**config.mk**
```make
export PLATFORM = sky130hd
export DESIGN_NAME = drum_step_sequencer_flat
export DESIGN_NICKNAME = d
export VERILOG_FILES = /design/src/rtl/core/dss_pkg.sv /design/src/rtl/core/dss_ifs.sv /design/src/rtl/core/dss_pat_mem.sv /design/src/rtl/core/drum_step_sequencer.sv /design/src/flat_wrapper.sv
export VERILOG_INCLUDE_DIRS = /design/src /design/src/rtl/core
export SDC_FILE = /design/constraint.sdc
export NUM_CORES = 1
export LEC_CHECK = 0
export ABC_CLOCK_PERIOD_IN_PS = 3500
export BUFFER_PORTS_ARGS = -buffer_cell sky130_fd_sc_hd__buf_2
export CORE_ASPECT_RATIO = 0.5
export CORE_UTILIZATION = 45
export DETAILED_ROUTE_END_ITERATION = 7
export GPL_TIMING_DRIVEN = 1
export PLACE_DENSITY = 0.67
export SLEW_MARGIN = 10
export SYNTH_ARGS = -nofsm -noshare
export SYNTH_HDL_FRONTEND = slang
export SYNTH_SLANG_ARGS = --single-unit
```
**constraint.sdc**
```tcl
create_clock -name clk_i -period 3.5 [get_ports clk_i]
set_clock_uncertainty 0.05 [all_clocks]
set_input_delay 0.525 -clock clk_i [delete_from_list [all_inputs] [get_ports clk_i]]
set_output_delay 0.525 -clock clk_i [all_outputs]
set_load 0.01 [all_outputs]
```
**src/rtl/core/drum_step_sequencer_assert.svh**
```systemverilog
// Assertion macros used by the sequencer RTL.
// Each macro checks one property on the rising clock edge, outside reset.
`ifndef DRUM_STEP_SEQUENCER_ASSERT_SVH
`define DRUM_STEP_SEQUENCER_ASSERT_SVH

// The consequent must hold in the same cycle as the antecedent.
`define DSS_ASSERT_IMPLY(lbl, ante, cons, msg) \
  lbl: assert property (@(posedge clk_i) disable iff (!rst_ni) (ante) |-> (cons)) \
    else $error(msg);

// The consequent must hold in the cycle after the antecedent.
`define DSS_ASSERT_NEXT(lbl, ante, cons, msg) \
  lbl: assert property (@(posedge clk_i) disable iff (!rst_ni) (ante) |=> (cons)) \
    else $error(msg);

`endif

```
**src/rtl/core/dss_pkg.sv**
```systemverilog
package dss_pkg;

  // Event codes on the input channel.
  localparam logic [3:0] FUNC_TICK    = 4'd0;
  localparam logic [3:0] FUNC_PRESS   = 4'd1;
  localparam logic [3:0] FUNC_RELEASE = 4'd2;
  localparam logic [3:0] FUNC_NEXT    = 4'd3;
  localparam logic [3:0] FUNC_PREV    = 4'd4;
  localparam logic [3:0] FUNC_DONE    = 4'd5;
  localparam logic [3:0] FUNC_PLAY    = 4'd6;
  localparam logic [3:0] FUNC_UP      = 4'd7;
  localparam logic [3:0] FUNC_DOWN    = 4'd8;

  // Operating modes.
  localparam logic [1:0] MODE_LIVE  = 2'd0;
  localparam logic [1:0] MODE_PEDIT = 2'd1;
  localparam logic [1:0] MODE_IEDIT = 2'd2;
  localparam logic [1:0] MODE_MUTE  = 2'd3;

  // Result word kinds.
  localparam logic [1:0] KIND_STATUS = 2'd0;
  localparam logic [1:0] KIND_OFF    = 2'd1;
  localparam logic [1:0] KIND_ON     = 2'd2;

  localparam logic [8:0] TEMPO_MAX      = 9'd300;
  localparam logic [8:0] TEMPO_RESET    = 9'd200;
  localparam logic [8:0] BPM_STEP_RESET = 9'd10;
  localparam logic [7:0] PAT0_RESET     = 8'h15;

  // One result word as it leaves the block.
  typedef struct packed {
    logic [1:0] kind;
    logic [2:0] instrument;
    logic [1:0] mode;
    logic [2:0] step;
    logic       paused;
    logic       editing;
    logic [8:0] tempo;
    logic [7:0] leds;
    logic       leds_animated;
    logic       last;
  } res_t;

  // Pattern of an instrument right after reset.
  function automatic logic [7:0] pat_reset(logic [2:0] inst);
    return (inst == 3'd0) ? PAT0_RESET : 8'h00;
  endfunction

endpackage

```
**src/rtl/core/dss_ifs.sv**
```systemverilog
// Event channel into the sequencer.
interface dss_in_if;
  logic       valid;
  logic       ready;
  logic [3:0] func;
  logic [2:0] button;

  modport source (output valid, output func, output button, input ready);
  modport sink (input valid, input func, input button, output ready);
endinterface

// Result channel out of the sequencer.
interface dss_out_if;
  logic       valid;
  logic       ready;
  logic [1:0] kind;
  logic [2:0] instrument;
  logic [1:0] mode;
  logic [2:0] step;
  logic       paused;
  logic       editing;
  logic [8:0] tempo;
  logic [7:0] leds;
  logic       leds_animated;
  logic       last;

  modport source (output valid, output kind, output instrument, output mode, output step,
                  output paused, output editing, output tempo, output leds,
                  output leds_animated, output last, input ready);
  modport sink (input valid, input kind, input instrument, input mode, input step,
                input paused, input editing, input tempo, input leds,
                input leds_animated, input last, output ready);
endinterface

// Configuration write channel for the tempo increment.
interface dss_cfg_if;
  logic       valid;
  logic       ready;
  logic [8:0] bpm_step;

  modport source (output valid, output bpm_step, input ready);
  modport sink (input valid, input bpm_step, output ready);
endinterface

```
**src/rtl/core/dss_pat_mem.sv**
```systemverilog
module dss_pat_mem
  import dss_pkg::*;
(
  input  logic       clk_i,
  input  logic       rst_ni,
  input  logic       wr_en_i,
  input  logic [2:0] wr_addr_i,
  input  logic [7:0] wr_data_i,
  input  logic       rd_en_i,
  input  logic [2:0] rd_addr_i,
  output logic [7:0] rd_data_o
);

  logic [7:0] mem [8];
  logic [7:0] wr_valid_q;
  logic [7:0] rd_data_q;

  // Storage array; written only, never reset.
  always_ff @(posedge clk_i) begin
    if (wr_en_i) begin
      mem[wr_addr_i] <= wr_data_i;
    end
  end

  // Written flags, so that untouched rows read as their reset pattern.
  always_ff @(posedge clk_i or negedge rst_ni) begin
    if (!rst_ni) begin
      wr_valid_q <= '0;
    end else if (wr_en_i) begin
      wr_valid_q[wr_addr_i] <= 1'b1;
    end
  end

  // Registered read port.
  always_ff @(posedge clk_i) begin
    if (rd_en_i) begin
      rd_data_q <= wr_valid_q[rd_addr_i] ? mem[rd_addr_i] : pat_reset(rd_addr_i);
    end
  end

  assign rd_data_o = rd_data_q;

endmodule

```
**src/rtl/core/drum_step_sequencer.sv**
```systemverilog
// Non-tick events go to S_STATUS, through S_LOAD or S_TOG first when a row is read; the word
// is then registered in the output register, once that is free. A paused tick is a status event.
// A playing tick sweeps the 8 pattern rows (S_SRD then S_SCHK per row, one memory read port),
// then pushes 2 words per sounding instrument, or one status word if none sounds.
// One event is in flight; the next is accepted once its last word is in the output register.
// Reset initialises all control state; pattern rows read as their reset value until first written.
`include "drum_step_sequencer_assert.svh"

module drum_step_sequencer
  import dss_pkg::*;
#(
  parameter int STEPS = 8
) (
  input  logic      clk_i,
  input  logic      rst_ni,
  dss_cfg_if.sink   cfg_ch,
  dss_in_if.sink    in_ch,
  dss_out_if.source out_ch
);

  localparam int SW = $clog2(STEPS);

  localparam logic [3:0] S_IDLE   = 4'd0;
  localparam logic [3:0] S_SRD    = 4'd1;
  localparam logic [3:0] S_SCHK   = 4'd2;
  localparam logic [3:0] S_PREP   = 4'd3;
  localparam logic [3:0] S_OFF    = 4'd4;
  localparam logic [3:0] S_ON     = 4'd5;
  localparam logic [3:0] S_LOAD   = 4'd6;
  localparam logic [3:0] S_TOG    = 4'd7;
  localparam logic [3:0] S_STATUS = 4'd8;

  // Maps a step position to a pattern bit index: {in range, bit}.
  function automatic logic [3:0] bit_idx(logic [4:0] pos);
    logic [5:0] diff;
    diff = 6'(STEPS - 1) - {1'b0, pos};
    return {(!diff[5] && (diff[4:3] == 2'b00)), diff[2:0]};
  endfunction

  function automatic logic pat_bit(logic [7:0] row, logic [4:0] pos);
    logic [3:0] bi;
    bi = bit_idx(pos);
    return bi[3] && row[bi[2:0]];
  endfunction

  logic [3:0]    state_q, state_d;
  logic [SW-1:0] step_q, step_d;
  logic [1:0]    mode_q, mode_d;
  logic          paused_q, paused_d;
  logic          chosen_q, chosen_d;
  logic [2:0]    chosen_idx_q, chosen_idx_d;
  logic [8:0]    tempo_q, tempo_d;
  logic [7:0]    held_q, held_d;
  logic [7:0]    muted_q, muted_d;
  logic [7:0]    col_q, col_d;
  logic [7:0]    row_q, row_d;
  logic [7:0]    pend_q, pend_d;
  logic [2:0]    cnt_q, cnt_d;
  logic [1:0]    res_kind_q, res_kind_d;
  logic [2:0]    res_inst_q, res_inst_d;
  logic          tog_ok_q, tog_ok_d;
  logic [2:0]    tog_bit_q, tog_bit_d;
  logic [8:0]    bpm_q;
  logic          ov_q;
  res_t          out_q;

  logic          in_acc;
  logic          push_ok;
  logic          push;
  res_t          push_word;
  logic [1:0]    push_kind;
  logic [2:0]    push_inst;
  logic          push_last;
  logic [2:0]    cur_inst;
  logic [7:0]    cur_mask;
  logic [4:0]    step5;
  logic [7:0]    step_led;
  logic [7:0]    leds;
  logic          anim;
  logic [9:0]    tempo_sum;
  logic [3:0]    btn_idx;
  logic [7:0]    new_row;

  logic          mem_rd_en;
  logic [2:0]    mem_rd_addr;
  logic          mem_wr_en;
  logic [7:0]    mem_rd_data;

  dss_pat_mem u_pat_mem (
    .clk_i     (clk_i),
    .rst_ni    (rst_ni),
    .wr_en_i   (mem_wr_en),
    .wr_addr_i (chosen_idx_q),
    .wr_data_i (new_row),
    .rd_en_i   (mem_rd_en),
    .rd_addr_i (mem_rd_addr),
    .rd_data_o (mem_rd_data)
  );

  assign in_ch.ready  = (state_q == S_IDLE);
  assign in_acc       = in_ch.valid && in_ch.ready;
  assign cfg_ch.ready = 1'b1;
  assign push_ok      = !ov_q || out_ch.ready;

  assign step5     = 5'(step_q);
  assign step_led  = (step5 < 5'd8) ? (8'd1 << step5[2:0]) : 8'h00;
  assign tempo_sum = {1'b0, tempo_q} + {1'b0, bpm_q};
  assign btn_idx   = bit_idx({2'b00, in_ch.button});
  assign new_row   = mem_rd_data ^ (8'd1 << tog_bit_q);

  // Lowest pending instrument of a tick.
  always_comb begin
    cur_inst = 3'd0;
    for (int i = 7; i >= 0; i--) begin
      if (pend_q[i]) begin
        cur_inst = 3'(i);
      end
    end
    cur_mask = 8'd1 << cur_inst;
  end

  // LED word and animation flag from the current state.
  always_comb begin
    leds = 8'h00;
    anim = 1'b0;
    case (mode_q)
      MODE_LIVE: begin
        leds = step_led | held_q;
      end
      MODE_PEDIT: begin
        if (!chosen_q) begin
          anim = 1'b1;
        end else begin
          for (int i = 0; i < 8; i++) begin
            leds[i] = pat_bit(row_q, 5'(i));
          end
          leds = leds | step_led;
        end
      end
      MODE_IEDIT: begin
        if (!chosen_q) begin
          anim = 1'b1;
        end else begin
          leds = 8'd1 << chosen_idx_q;
        end
      end
      default: begin
        leds = muted_q | col_q;
      end
    endcase
  end

  // Result word assembled from the state after the event.
  always_comb begin
    push_word.kind          = push_kind;
    push_word.instrument    = push_inst;
    push_word.mode          = mode_q;
    push_word.step          = step5[2:0];
    push_word.paused        = paused_q;
    push_word.editing       = chosen_q;
    push_word.tempo         = tempo_q;
    push_word.leds          = leds;
    push_word.leds_animated = anim;
    push_word.last          = push_last;
  end

  // Event decode and sequencing over the pattern memory.
  always_comb begin
    state_d      = state_q;
    step_d       = step_q;
    mode_d       = mode_q;
    paused_d     = paused_q;
    chosen_d     = chosen_q;
    chosen_idx_d = chosen_idx_q;
    tempo_d      = tempo_q;
    held_d       = held_q;
    muted_d      = muted_q;
    col_d        = col_q;
    row_d        = row_q;
    pend_d       = pend_q;
    cnt_d        = cnt_q;
    res_kind_d   = res_kind_q;
    res_inst_d   = res_inst_q;
    tog_ok_d     = tog_ok_q;
    tog_bit_d    = tog_bit_q;
    mem_rd_en    = 1'b0;
    mem_rd_addr  = cnt_q;
    mem_wr_en    = 1'b0;
    push         = 1'b0;
    push_kind    = res_kind_q;
    push_inst    = res_inst_q;
    push_last    = 1'b1;

    case (state_q)
      S_IDLE: begin
        if (in_acc) begin
          res_kind_d = KIND_STATUS;
          res_inst_d = 3'd0;
          state_d    = S_STATUS;
          case (in_ch.func)
            FUNC_TICK: begin
              if (!paused_q) begin
                step_d  = (step_q == SW'(STEPS - 1)) ? '0 : step_q + SW'(1);
                cnt_d   = 3'd0;
                state_d = S_SRD;
              end
            end
            FUNC_PRESS: begin
              held_d = held_q | (8'd1 << in_ch.button);
              case (mode_q)
                MODE_LIVE: begin
                  res_kind_d = KIND_ON;
                  res_inst_d = in_ch.button;
                end
                MODE_PEDIT, MODE_IEDIT: begin
                  if (!chosen_q) begin
                    chosen_d     = 1'b1;
                    chosen_idx_d = in_ch.button;
                    mem_rd_en    = 1'b1;
                    mem_rd_addr  = in_ch.button;
                    state_d      = S_LOAD;
                  end else if (mode_q == MODE_PEDIT) begin
                    mem_rd_en   = 1'b1;
                    mem_rd_addr = chosen_idx_q;
                    tog_ok_d    = btn_idx[3];
                    tog_bit_d   = btn_idx[2:0];
                    state_d     = S_TOG;
                  end
                end
                default: begin
                  muted_d[in_ch.button] = !muted_q[in_ch.button];
                end
              endcase
            end
            FUNC_RELEASE: begin
              held_d = held_q & ~(8'd1 << in_ch.button);
              if (mode_q == MODE_LIVE) begin
                res_kind_d = KIND_OFF;
                res_inst_d = in_ch.button;
              end
            end
            FUNC_NEXT: begin
              if (!chosen_q) begin
                mode_d = mode_q + 2'd1;
              end
            end
            FUNC_PREV: begin
              if (!chosen_q) begin
                mode_d = mode_q - 2'd1;
              end
            end
            FUNC_DONE: begin
              if (mode_q inside {MODE_PEDIT, MODE_IEDIT}) begin
                chosen_d = 1'b0;
              end
            end
            FUNC_PLAY: begin
              paused_d = !paused_q;
            end
            FUNC_UP: begin
              tempo_d = (tempo_sum > {1'b0, TEMPO_MAX}) ? TEMPO_MAX : tempo_sum[8:0];
            end
            FUNC_DOWN: begin
              tempo_d = (tempo_q < bpm_q) ? 9'd0 : tempo_q - bpm_q;
            end
            default: begin
            end
          endcase
        end
      end
      // Sweep: read each row, then record its bit at the new step.
      S_SRD: begin
        mem_rd_en   = 1'b1;
        mem_rd_addr = cnt_q;
        state_d     = S_SCHK;
      end
      S_SCHK: begin
        col_d[cnt_q] = pat_bit(mem_rd_data, step5);
        if (cnt_q == 3'd7) begin
          state_d = S_PREP;
        end else begin
          cnt_d   = cnt_q + 3'd1;
          state_d = S_SRD;
        end
      end
      S_PREP: begin
        pend_d  = col_q & ~muted_q;
        state_d = S_OFF;
      end
      S_OFF: begin
        if (pend_q == 8'h00) begin
          state_d = S_STATUS;
        end else if (push_ok) begin
          push      = 1'b1;
          push_kind = KIND_OFF;
          push_inst = cur_inst;
          push_last = 1'b0;
          state_d   = S_ON;
        end
      end
      S_ON: begin
        push_kind = KIND_ON;
        push_inst = cur_inst;
        push_last = ((pend_q & ~cur_mask) == 8'h00);
        if (push_ok) begin
          push    = 1'b1;
          pend_d  = pend_q & ~cur_mask;
          state_d = push_last ? S_IDLE : S_OFF;
        end
      end
      S_LOAD: begin
        row_d   = mem_rd_data;
        state_d = S_STATUS;
      end
      // Read-modify-write of the chosen instrument's row.
      S_TOG: begin
        if (tog_ok_q) begin
          mem_wr_en           = 1'b1;
          row_d               = new_row;
          col_d[chosen_idx_q] = pat_bit(new_row, step5);
        end
        state_d = S_STATUS;
      end
      S_STATUS: begin
        if (push_ok) begin
          push    = 1'b1;
          state_d = S_IDLE;
        end
      end
      default: begin
        state_d = S_IDLE;
      end
    endcase
  end

  // Control and sequencer state.
  always_ff @(posedge clk_i or negedge rst_ni) begin
    if (!rst_ni) begin
      state_q      <= S_IDLE;
      step_q       <= SW'(STEPS - 1);
      mode_q       <= MODE_LIVE;
      paused_q     <= 1'b0;
      chosen_q     <= 1'b0;
      chosen_idx_q <= 3'd0;
      tempo_q      <= TEMPO_RESET;
      held_q       <= 8'h00;
      muted_q      <= 8'h00;
      // At the last step every row shows bit zero of its reset pattern.
      col_q        <= {7'd0, PAT0_RESET[0]};
      cnt_q        <= 3'd0;
      pend_q       <= 8'h00;
      bpm_q        <= BPM_STEP_RESET;
      ov_q         <= 1'b0;
    end else begin
      state_q      <= state_d;
      step_q       <= step_d;
      mode_q       <= mode_d;
      paused_q     <= paused_d;
      chosen_q     <= chosen_d;
      chosen_idx_q <= chosen_idx_d;
      tempo_q      <= tempo_d;
      held_q       <= held_d;
      muted_q      <= muted_d;
      col_q        <= col_d;
      cnt_q        <= cnt_d;
      pend_q       <= pend_d;
      if (cfg_ch.valid && cfg_ch.ready) begin
        bpm_q <= cfg_ch.bpm_step;
      end
      if (push) begin
        ov_q <= 1'b1;
      end else if (out_ch.ready) begin
        ov_q <= 1'b0;
      end
    end
  end

  // Payload registers.
  always_ff @(posedge clk_i) begin
    row_q      <= row_d;
    res_kind_q <= res_kind_d;
    res_inst_q <= res_inst_d;
    tog_ok_q   <= tog_ok_d;
    tog_bit_q  <= tog_bit_d;
    if (push) begin
      out_q <= push_word;
    end
  end

  assign out_ch.valid         = ov_q;
  assign out_ch.kind          = out_q.kind;
  assign out_ch.instrument    = out_q.instrument;
  assign out_ch.mode          = out_q.mode;
  assign out_ch.step          = out_q.step;
  assign out_ch.paused        = out_q.paused;
  assign out_ch.editing       = out_q.editing;
  assign out_ch.tempo         = out_q.tempo;
  assign out_ch.leds          = out_q.leds;
  assign out_ch.leds_animated = out_q.leds_animated;
  assign out_ch.last          = out_q.last;

  `DSS_ASSERT_IMPLY(a_tempo_range, 1'b1, tempo_q <= TEMPO_MAX, "tempo above maximum")
  `DSS_ASSERT_IMPLY(a_mem_no_overlap, mem_wr_en, !mem_rd_en, "pattern read during write")
  `DSS_ASSERT_NEXT(a_last_to_idle, push && push_last, state_q == S_IDLE, "last word not idle")
  `DSS_ASSERT_NEXT(a_off_then_on, push && (state_q == S_OFF), state_q == S_ON, "note on lost")

endmodule

```
**src/flat_wrapper.sv**
```systemverilog
// flat-port wrapper written by rule: the top's interface ports become plain ports
module drum_step_sequencer_flat import dss_pkg::*;
#(
  parameter int STEPS = 8
)
  (clk_i, rst_ni, cfg_ch_valid, cfg_ch_bpm_step, cfg_ch_ready, in_ch_valid, in_ch_func, in_ch_button, in_ch_ready, out_ch_valid, out_ch_kind, out_ch_instrument, out_ch_mode, out_ch_step, out_ch_paused, out_ch_editing, out_ch_tempo, out_ch_leds, out_ch_leds_animated, out_ch_last, out_ch_ready);
  dss_cfg_if cfg_ch_i ();
  dss_in_if in_ch_i ();
  dss_out_if out_ch_i ();
  input  logic clk_i;
  input  logic rst_ni;
  input wire logic [$bits(cfg_ch_i.valid)-1:0] cfg_ch_valid;
  input wire logic [$bits(cfg_ch_i.bpm_step)-1:0] cfg_ch_bpm_step;
  output wire logic [$bits(cfg_ch_i.ready)-1:0] cfg_ch_ready;
  input wire logic [$bits(in_ch_i.valid)-1:0] in_ch_valid;
  input wire logic [$bits(in_ch_i.func)-1:0] in_ch_func;
  input wire logic [$bits(in_ch_i.button)-1:0] in_ch_button;
  output wire logic [$bits(in_ch_i.ready)-1:0] in_ch_ready;
  output wire logic [$bits(out_ch_i.valid)-1:0] out_ch_valid;
  output wire logic [$bits(out_ch_i.kind)-1:0] out_ch_kind;
  output wire logic [$bits(out_ch_i.instrument)-1:0] out_ch_instrument;
  output wire logic [$bits(out_ch_i.mode)-1:0] out_ch_mode;
  output wire logic [$bits(out_ch_i.step)-1:0] out_ch_step;
  output wire logic [$bits(out_ch_i.paused)-1:0] out_ch_paused;
  output wire logic [$bits(out_ch_i.editing)-1:0] out_ch_editing;
  output wire logic [$bits(out_ch_i.tempo)-1:0] out_ch_tempo;
  output wire logic [$bits(out_ch_i.leds)-1:0] out_ch_leds;
  output wire logic [$bits(out_ch_i.leds_animated)-1:0] out_ch_leds_animated;
  output wire logic [$bits(out_ch_i.last)-1:0] out_ch_last;
  input wire logic [$bits(out_ch_i.ready)-1:0] out_ch_ready;
  assign cfg_ch_i.valid = cfg_ch_valid;
  assign cfg_ch_i.bpm_step = cfg_ch_bpm_step;
  assign cfg_ch_ready = cfg_ch_i.ready;
  assign in_ch_i.valid = in_ch_valid;
  assign in_ch_i.func = in_ch_func;
  assign in_ch_i.button = in_ch_button;
  assign in_ch_ready = in_ch_i.ready;
  assign out_ch_valid = out_ch_i.valid;
  assign out_ch_kind = out_ch_i.kind;
  assign out_ch_instrument = out_ch_i.instrument;
  assign out_ch_mode = out_ch_i.mode;
  assign out_ch_step = out_ch_i.step;
  assign out_ch_paused = out_ch_i.paused;
  assign out_ch_editing = out_ch_i.editing;
  assign out_ch_tempo = out_ch_i.tempo;
  assign out_ch_leds = out_ch_i.leds;
  assign out_ch_leds_animated = out_ch_i.leds_animated;
  assign out_ch_last = out_ch_i.last;
  assign out_ch_i.ready = out_ch_ready;
  drum_step_sequencer #(.STEPS(STEPS)) u_core (.clk_i(clk_i), .rst_ni(rst_ni), .cfg_ch(cfg_ch_i), .in_ch(in_ch_i), .out_ch(out_ch_i));
endmodule
```
# ---- Word-level counts from Yosys, hierarchy flattened
# Memory sizes are Yosys's and may differ from the RTL's.
# Index checks and enable logic that the tools add are counted.
dict set report classes {
  n_addsub 8
  order_cmp 11
  eq_ne 32
  shifts 5
  n_mux 100
  bitwise_logic 15
  n_reduce_logical 53
}
# cell count
set ops {}
lappend ops {{2-to-1 mux 3 bit} 22}
lappend ops {{case mux 8 bit (2 select lines)} 4}
lappend ops {{2-to-1 mux 8 bit} 7}
lappend ops {{OR 8 bit} 5}
lappend ops {{<< shifter 1 x 3 -> 8 bit (first input constant)} 5}
lappend ops {{2-to-1 mux 4 bit} 9}
lappend ops {{equality test 4 x 3 -> 1 bit (second input constant)} 8}
lappend ops {{case mux 4 bit (8 select lines)} 1}
lappend ops {{2-to-1 mux 1 bit} 26}
lappend ops {{AND 8 bit} 3}
lappend ops {{bitwise mux 8 bit} 3}
lappend ops {{less-than comparator 3 x 4 -> 1 bit (second input constant)} 6}
lappend ops {{NOT 8 bit} 3}
lappend ops {{case mux 8 bit (3 select lines)} 1}
lappend ops {{AND reduction 5 bit} 4}
lappend ops {{nonzero test 2 bit} 10}
lappend ops {{2-to-1 mux 9 bit} 2}
lappend ops {{case mux 9 bit (2 select lines)} 1}
lappend ops {{equality test 4 x 2 -> 1 bit (second input constant)} 4}
lappend ops {{zero test 8 bit} 2}
lappend ops {{!= test 2 bit (second input constant)} 7}
lappend ops {{binary-select mux 1 bit (select 3 bit)} 4}
lappend ops {{2-to-1 mux 2 bit} 6}
lappend ops {{case mux 2 bit (2 select lines)} 3}
lappend ops {{35 further kinds} 78}
dict set report totals {
  ff_bits 132
  mem_bits_rw 64
  input_bits 21
  out_inout_bits 34
  n_memories 1
}
# memory words width read_ports rd_ports_with_merged_regs wr line
set mem_list {}
lappend mem_list {u_core.u_pat_mem.mem 8 8 1 0 1 dss_pat_mem.sv:14} ;# logic [7:0] mem [8];

# ---- Longest topological paths before layout
dict set report logic_depth {
  depth_word 15
  ltp_mapped 11
}

# ---- Modules after synthesis
# A second synthesis with hierarchy kept.
dict set report unflattened {
  hier_cells 910
  area_unflattened_um2 10376.2
}
# module n_inst cells_per_inst area_per_inst_um2 seq_area_each_um2
set by_module_without_submodules {}
lappend by_module_without_submodules {drum_step_sequencer 1 768 7318.3 3124.2}
lappend by_module_without_submodules {dss_pat_mem 1 142 3057.9 2362.3}

# ---- Worst setup path before layout
# No wires, ideal clock.
dict set report synth_path {
  path_type {reg2reg}
  startpoint {register u_core.state_q[1]}
  endpoint {register u_core.u_pat_mem.rd_data_q[1] (netlist: u_core.u_pat_mem.rd_data_o[1]), data pin}
  setup_time_ns 0.273
  arrival_time_ns 2.723
  required_time_ns 3.177
  slack_ns 0.454
  path_stages_with_launch 10
  path_buffers 2
  period_less_slack_ns 3.046
  cell_sequence {dfrtp_1 -> or4_4 -> or4_1 -> buf_2 -> nand2b_4 -> nand2_4 -> buf_6 -> mux4_2 -> mux2i_1 -> a21oi_1}
}
dict set report synth_between {
  elab_chain_cells 7
}
# item line
set synth_rtl {}
lappend synth_rtl {{start: declaration} drum_step_sequencer.sv:46} ;# logic [3:0] state_q, state_d;
lappend synth_rtl {{start signal: assignment} drum_step_sequencer.sv:355} ;# state_q <= state_d;
lappend synth_rtl {{zero test 4 bit *} {drum_step_sequencer.sv:100, drum_step_sequencer.sv:194}}
lappend synth_rtl {{logical AND 1 bit} drum_step_sequencer.sv:101} ;# assign in_acc = in_ch.valid && in_ch.ready;
lappend synth_rtl {{2-to-1 mux 3 bit} drum_step_sequencer.sv:196} ;# if (in_acc) begin
lappend synth_rtl {{2-to-1 mux 3 bit *} drum_step_sequencer.sv:194} ;# case (state_q)
lappend synth_rtl {{binary-select mux 1 bit (select 3 bit)} dss_pat_mem.sv:37} ;# rd_data_q <= wr_valid_q[rd_addr_i] ? mem[rd_addr_i] : pat_reset(rd_addr_i);
lappend synth_rtl {{2-to-1 mux 1 bit (not written as such)} dss_pat_mem.sv:37}
lappend synth_rtl {{2-to-1 mux 8 bit *} dss_pat_mem.sv:37}
lappend synth_rtl {{end signal: assignment} dss_pat_mem.sv:37}
lappend synth_rtl {{end: declaration} dss_pat_mem.sv:16} ;# logic [7:0] rd_data_q;
# Mark *: on every way between the ends. The rest lies on a longest branch, timed or not. The select of a mux whose other input is x is not followed.
# A chain may end at the register's enable or synchronous reset.

# ---- Worst setup path in the final report
dict set report layout_path {
  startpoint {register u_core.bpm_q[1]}
  endpoint {register u_core.tempo_q[5]}
}
dict set report layout_between {
  elab_chain_cells 4
}
# item line
set layout_rtl {}
lappend layout_rtl {{start: declaration} drum_step_sequencer.sv:63} ;# logic [8:0] bpm_q;
lappend layout_rtl {{start signal: assignment} drum_step_sequencer.sv:368} ;# bpm_q <= cfg_ch.bpm_step;
lappend layout_rtl {{adder 9 x 9 -> 10 bit} drum_step_sequencer.sv:107} ;# assign tempo_sum = {1'b0, tempo_q} + {1'b0, bpm_q};
lappend layout_rtl {{greater-than comparator 10 x 9 -> 1 bit} drum_step_sequencer.sv:261} ;# tempo_d = (tempo_sum > {1'b0, TEMPO_MAX}) ? TEMPO_MAX : tempo_sum[8:0];
lappend layout_rtl {{2-to-1 mux 9 bit} drum_step_sequencer.sv:261}
lappend layout_rtl {{case mux 9 bit (2 select lines) *} drum_step_sequencer.sv:200} ;# case (in_ch.func)
lappend layout_rtl {{end signal: assignment} drum_step_sequencer.sv:361} ;# tempo_q <= tempo_d;
lappend layout_rtl {{end: declaration} drum_step_sequencer.sv:52} ;# logic [8:0] tempo_q, tempo_d;
# Mark *: on every way between the ends. The rest lies on a longest branch, timed or not.

==> qor.yml <==
reg2reg_to: "u_core.tempo_q[5]"
multiInputGateArea_um2: 4220
reg2reg_setup_slack_ns: 0.24
r2r_cells: 9
layout-drive-gt1-share: 0.173
leakagePower_nw: 4.56
netlist_instances: 905
crit_chain: "inv_1 -> ha_1 -> nand2b_1 -> a2111oi_0 -> nor4_1 -> o31ai_1 -> mux2i_1 -> a21o_1 -> a41oi_1"
root_buffer: "clkbuf_16"
ant_nets: 0
cp-end-kind: "register"
die-area_um2: 23000
pre_cts_slack_ns: 0.178
synthesis.area_um2: 10100
post-route-period-util: 0.933
grt_pass1_vias: 7073
synthArstFlopShare: 0.390
ys_warn_count: 0
synthDistinctLibCells: 76
slew_viol_final: 0
worstMarginPinSlew_ns: 1.17
io_buffers: 53
final_hold_viol_count: 0
critPathKind: "reg -> reg"
postCtsSetupBuffers: 0
cts_tree: "built"
max_stage_delay_ns: 0.63
tns_ns: 0
critPathArrivalTime_ns: 3.54
hold_path.class: "in -> async"
n_fill_cell: 1950
drv_cap: 0
required_ns: 3.77
drc_errors: 0
synth_fp_nets: 958
whs_ns: 0.0646
dpl.hpwl_um: 18800
area_delta_synth_final_pct: 12.6
dieWidth_um: 213
synth_area_per_cell_um2: 11.1
synth_edf_count: 119
start_kind: "register"
htreeDepth: 4
fin_crit_ns: 3.26
clockBufferDepth: 2
first_pass_iters: 5
finalSetupViolCount: 0
clock_latency_ns: 0.45
ir_drop_mv: 0.330
grt_max_degree: 56
rsz0062_at_grt: "false"
diodes: 0
ys_seq_elements: 195
fin_ws_ns: 0.235
seqCellArea_um2: 5490
drt-initial-drc-count: 794
crit_path_top_delay_cell: "a2111oi_0"
synthFlopType: "edfxtp_1"
fin_util: 0.520
antenna_found_initial: 0
yosysSeqAreaShare: 0.545
cts_num_sinks: 195
io_pins: 55
fp-row-count: 38
r2r-start: "u_core.bpm_q[1]"
cts_resized: 0
powerDensity_nw_per_um2: 650
grt_pass1_wl_um: 40600
numCtsBuffers: 17
clk_pin_slew_ns: 0.07
timing.slew.headroom: 0.216
path_max_fanout: 4
grt.total_usage: 0.239
start_util: 0.462
via_count: 7506
nets: 1018
vias_per_cell: 5.87
outcome: "finished clean"
cts_hold_buffers: 0
grt_overflow_total: 0
wl_per_cell_um: 20.0
clock.fmax_mhz: 306
coreArea_um2: 21800
dieHeight_um: 108
wl_um: 25600
place_congestion: 0.950
## metal layers
metal / routed length, µm / vias to the layer above / share of wire / track usage
li1: - / 3454 / - / -
met4: 372 / 0 / 0.015 / 0.0592
met3: 2060 / 36 / 0.081 / 0.0665
met1: 11900 / 3675 / 0.47 / 0.349
met2: 11200 / 341 / 0.44 / 0.348
met5: 0 / - / 0 / 0
## final cells by class
cell class	instances	share of cell area
inverters	54	0.0179
repair buffers	80	0.0415
well taps	300	0.0331
multi-input cells	617	0.373
flip-flops and latches	195	0.484
clock buffers	17	0.0375
clock inverters	15	0.0129
## layout by cell type (no fill, tap or decap), drive strengths merged, types with 14 or more instances in the layout
master  synthesis  routed
a21oi          39      39
buf             8      80
clkbuf         31      17
dfrtp          67      67
edfxtp        119     119
ha             30      30
inv            53      60
mux4           16      16
nand2          97      97
nand2b         18      18
nand3          22      22
nor2           78      78
nor2b          14      14
nor3           17      17
o21ai          63      63
xnor2          15      15
## cell usage after synthesis, types with 5 or more instances
master / n / area [µm²]
xor2_1: 13 / 114
nand2b_1: 16 / 100
o221ai_1: 9 / 78.8
a211oi_1: 8 / 60.1
buf_2: 5 / 25.0
mux2_2: 9 / 101
inv_1: 53 / 199
mux2i_1: 11 / 110
a21o_1: 9 / 67.6
nor2_1: 78 / 293
nor4_1: 7 / 43.8
dfstp_2: 9 / 236
nor3_1: 17 / 85.1
nor2b_1: 14 / 87.6
mux4_2: 16 / 360
nand3_1: 22 / 110
and2_1: 9 / 56.3
o211ai_1: 11 / 82.6
dfrtp_1: 67 / 1680
o21ai_0: 62 / 310
nand4_1: 6 / 37.5
a221oi_1: 8 / 70.1
a21oi_1: 39 / 195
nand2_1: 96 / 360
a221o_1: 5 / 50.1
ha_1: 30 / 375
a32o_1: 9 / 90.1
and3_1: 9 / 56.3
xnor2_1: 15 / 131
o22ai_1: 5 / 31.3
clkbuf_1: 31 / 116
a31oi_1: 9 / 56.3
edfxtp_1: 119 / 3570
or2_2: 6 / 37.5
## power breakdown
part	total [W]	internal [W]	switching [W]	leakage (nW)
sequential	0.00310	0.00286	0.000240	2.03
combinational	0.00234	0.000925	0.00141	2.25
clock	0.00193	0.00100	0.000931	0.275
total	0.00737	0.00479	0.00258	4.56
## worst max path at each step
stage / start / endpoint / slack [ns] / cells after the start
global placement: u_core.mode_q[0] / u_core.u_pat_mem.rd_data_o[0] / 0.31 / 9
detailed placement: u_core.mode_q[0] / u_core.u_pat_mem.rd_data_o[7] / 0.18 / 10
finish: u_core.bpm_q[1] / u_core.tempo_q[5] / 0.24 / 9
CTS: u_core.mode_q[0] / u_core.u_pat_mem.rd_data_o[7] / 0.16 / 10
floorplan: u_core.state_q[1] / u_core.u_pat_mem.rd_data_o[1] / 0.45 / 9
global route: u_core.mode_q[0] / u_core.u_pat_mem.rd_data_o[1] / 0.005 / 9
## through the flow
stage                     instance area [µm²]  instances  total power [W]
final                                   11300       1278          0.00737
after detailed placement                10800       1246          0.00544
after global routing                    11300       1278          0.00775
after floorplan                         10100        905          0.00467
after global placement                  10800       1246          0.00542
after CTS                               11300       1278          0.00737
## critical path, delay by kind of cell (launching register included)
family	cells	cell delay (ns)
multiplexers	1	0.36
buffers and inverters	1	0.10
adder cells (fa/ha/maj)	1	0.31
flip-flops	1	0.54
AO/OA/AOI/OAI	4	1.44
AND/OR/NAND/NOR	2	0.33
## cell families after synthesis
kind of cell    synth area share
compound gates             0.147
xor+xnor                  0.0244
fa+ha+maj                 0.0413
buf+inv                   0.0368
flops                      0.545
mux                       0.0579
other cells             0.000373
simple gates               0.147
## flip-flops by register name, summed over array words and instances (netlist names), 8 cells and up, named ones only
name / cells
u_core.u_pat_mem.mem: 64
u_core.bpm_q: 9
u_core.out_ch.tempo: 9
u_core.tempo_q: 9
u_core.col_q: 8
u_core.muted_q: 8
u_core.out_ch.leds: 8
u_core.pend_q: 8
u_core.row_q: 8
u_core.u_pat_mem.rd_data_o: 8
u_core.u_pat_mem.wr_valid_q: 8
No activity file was read; power rests on OpenSTA's default activity.
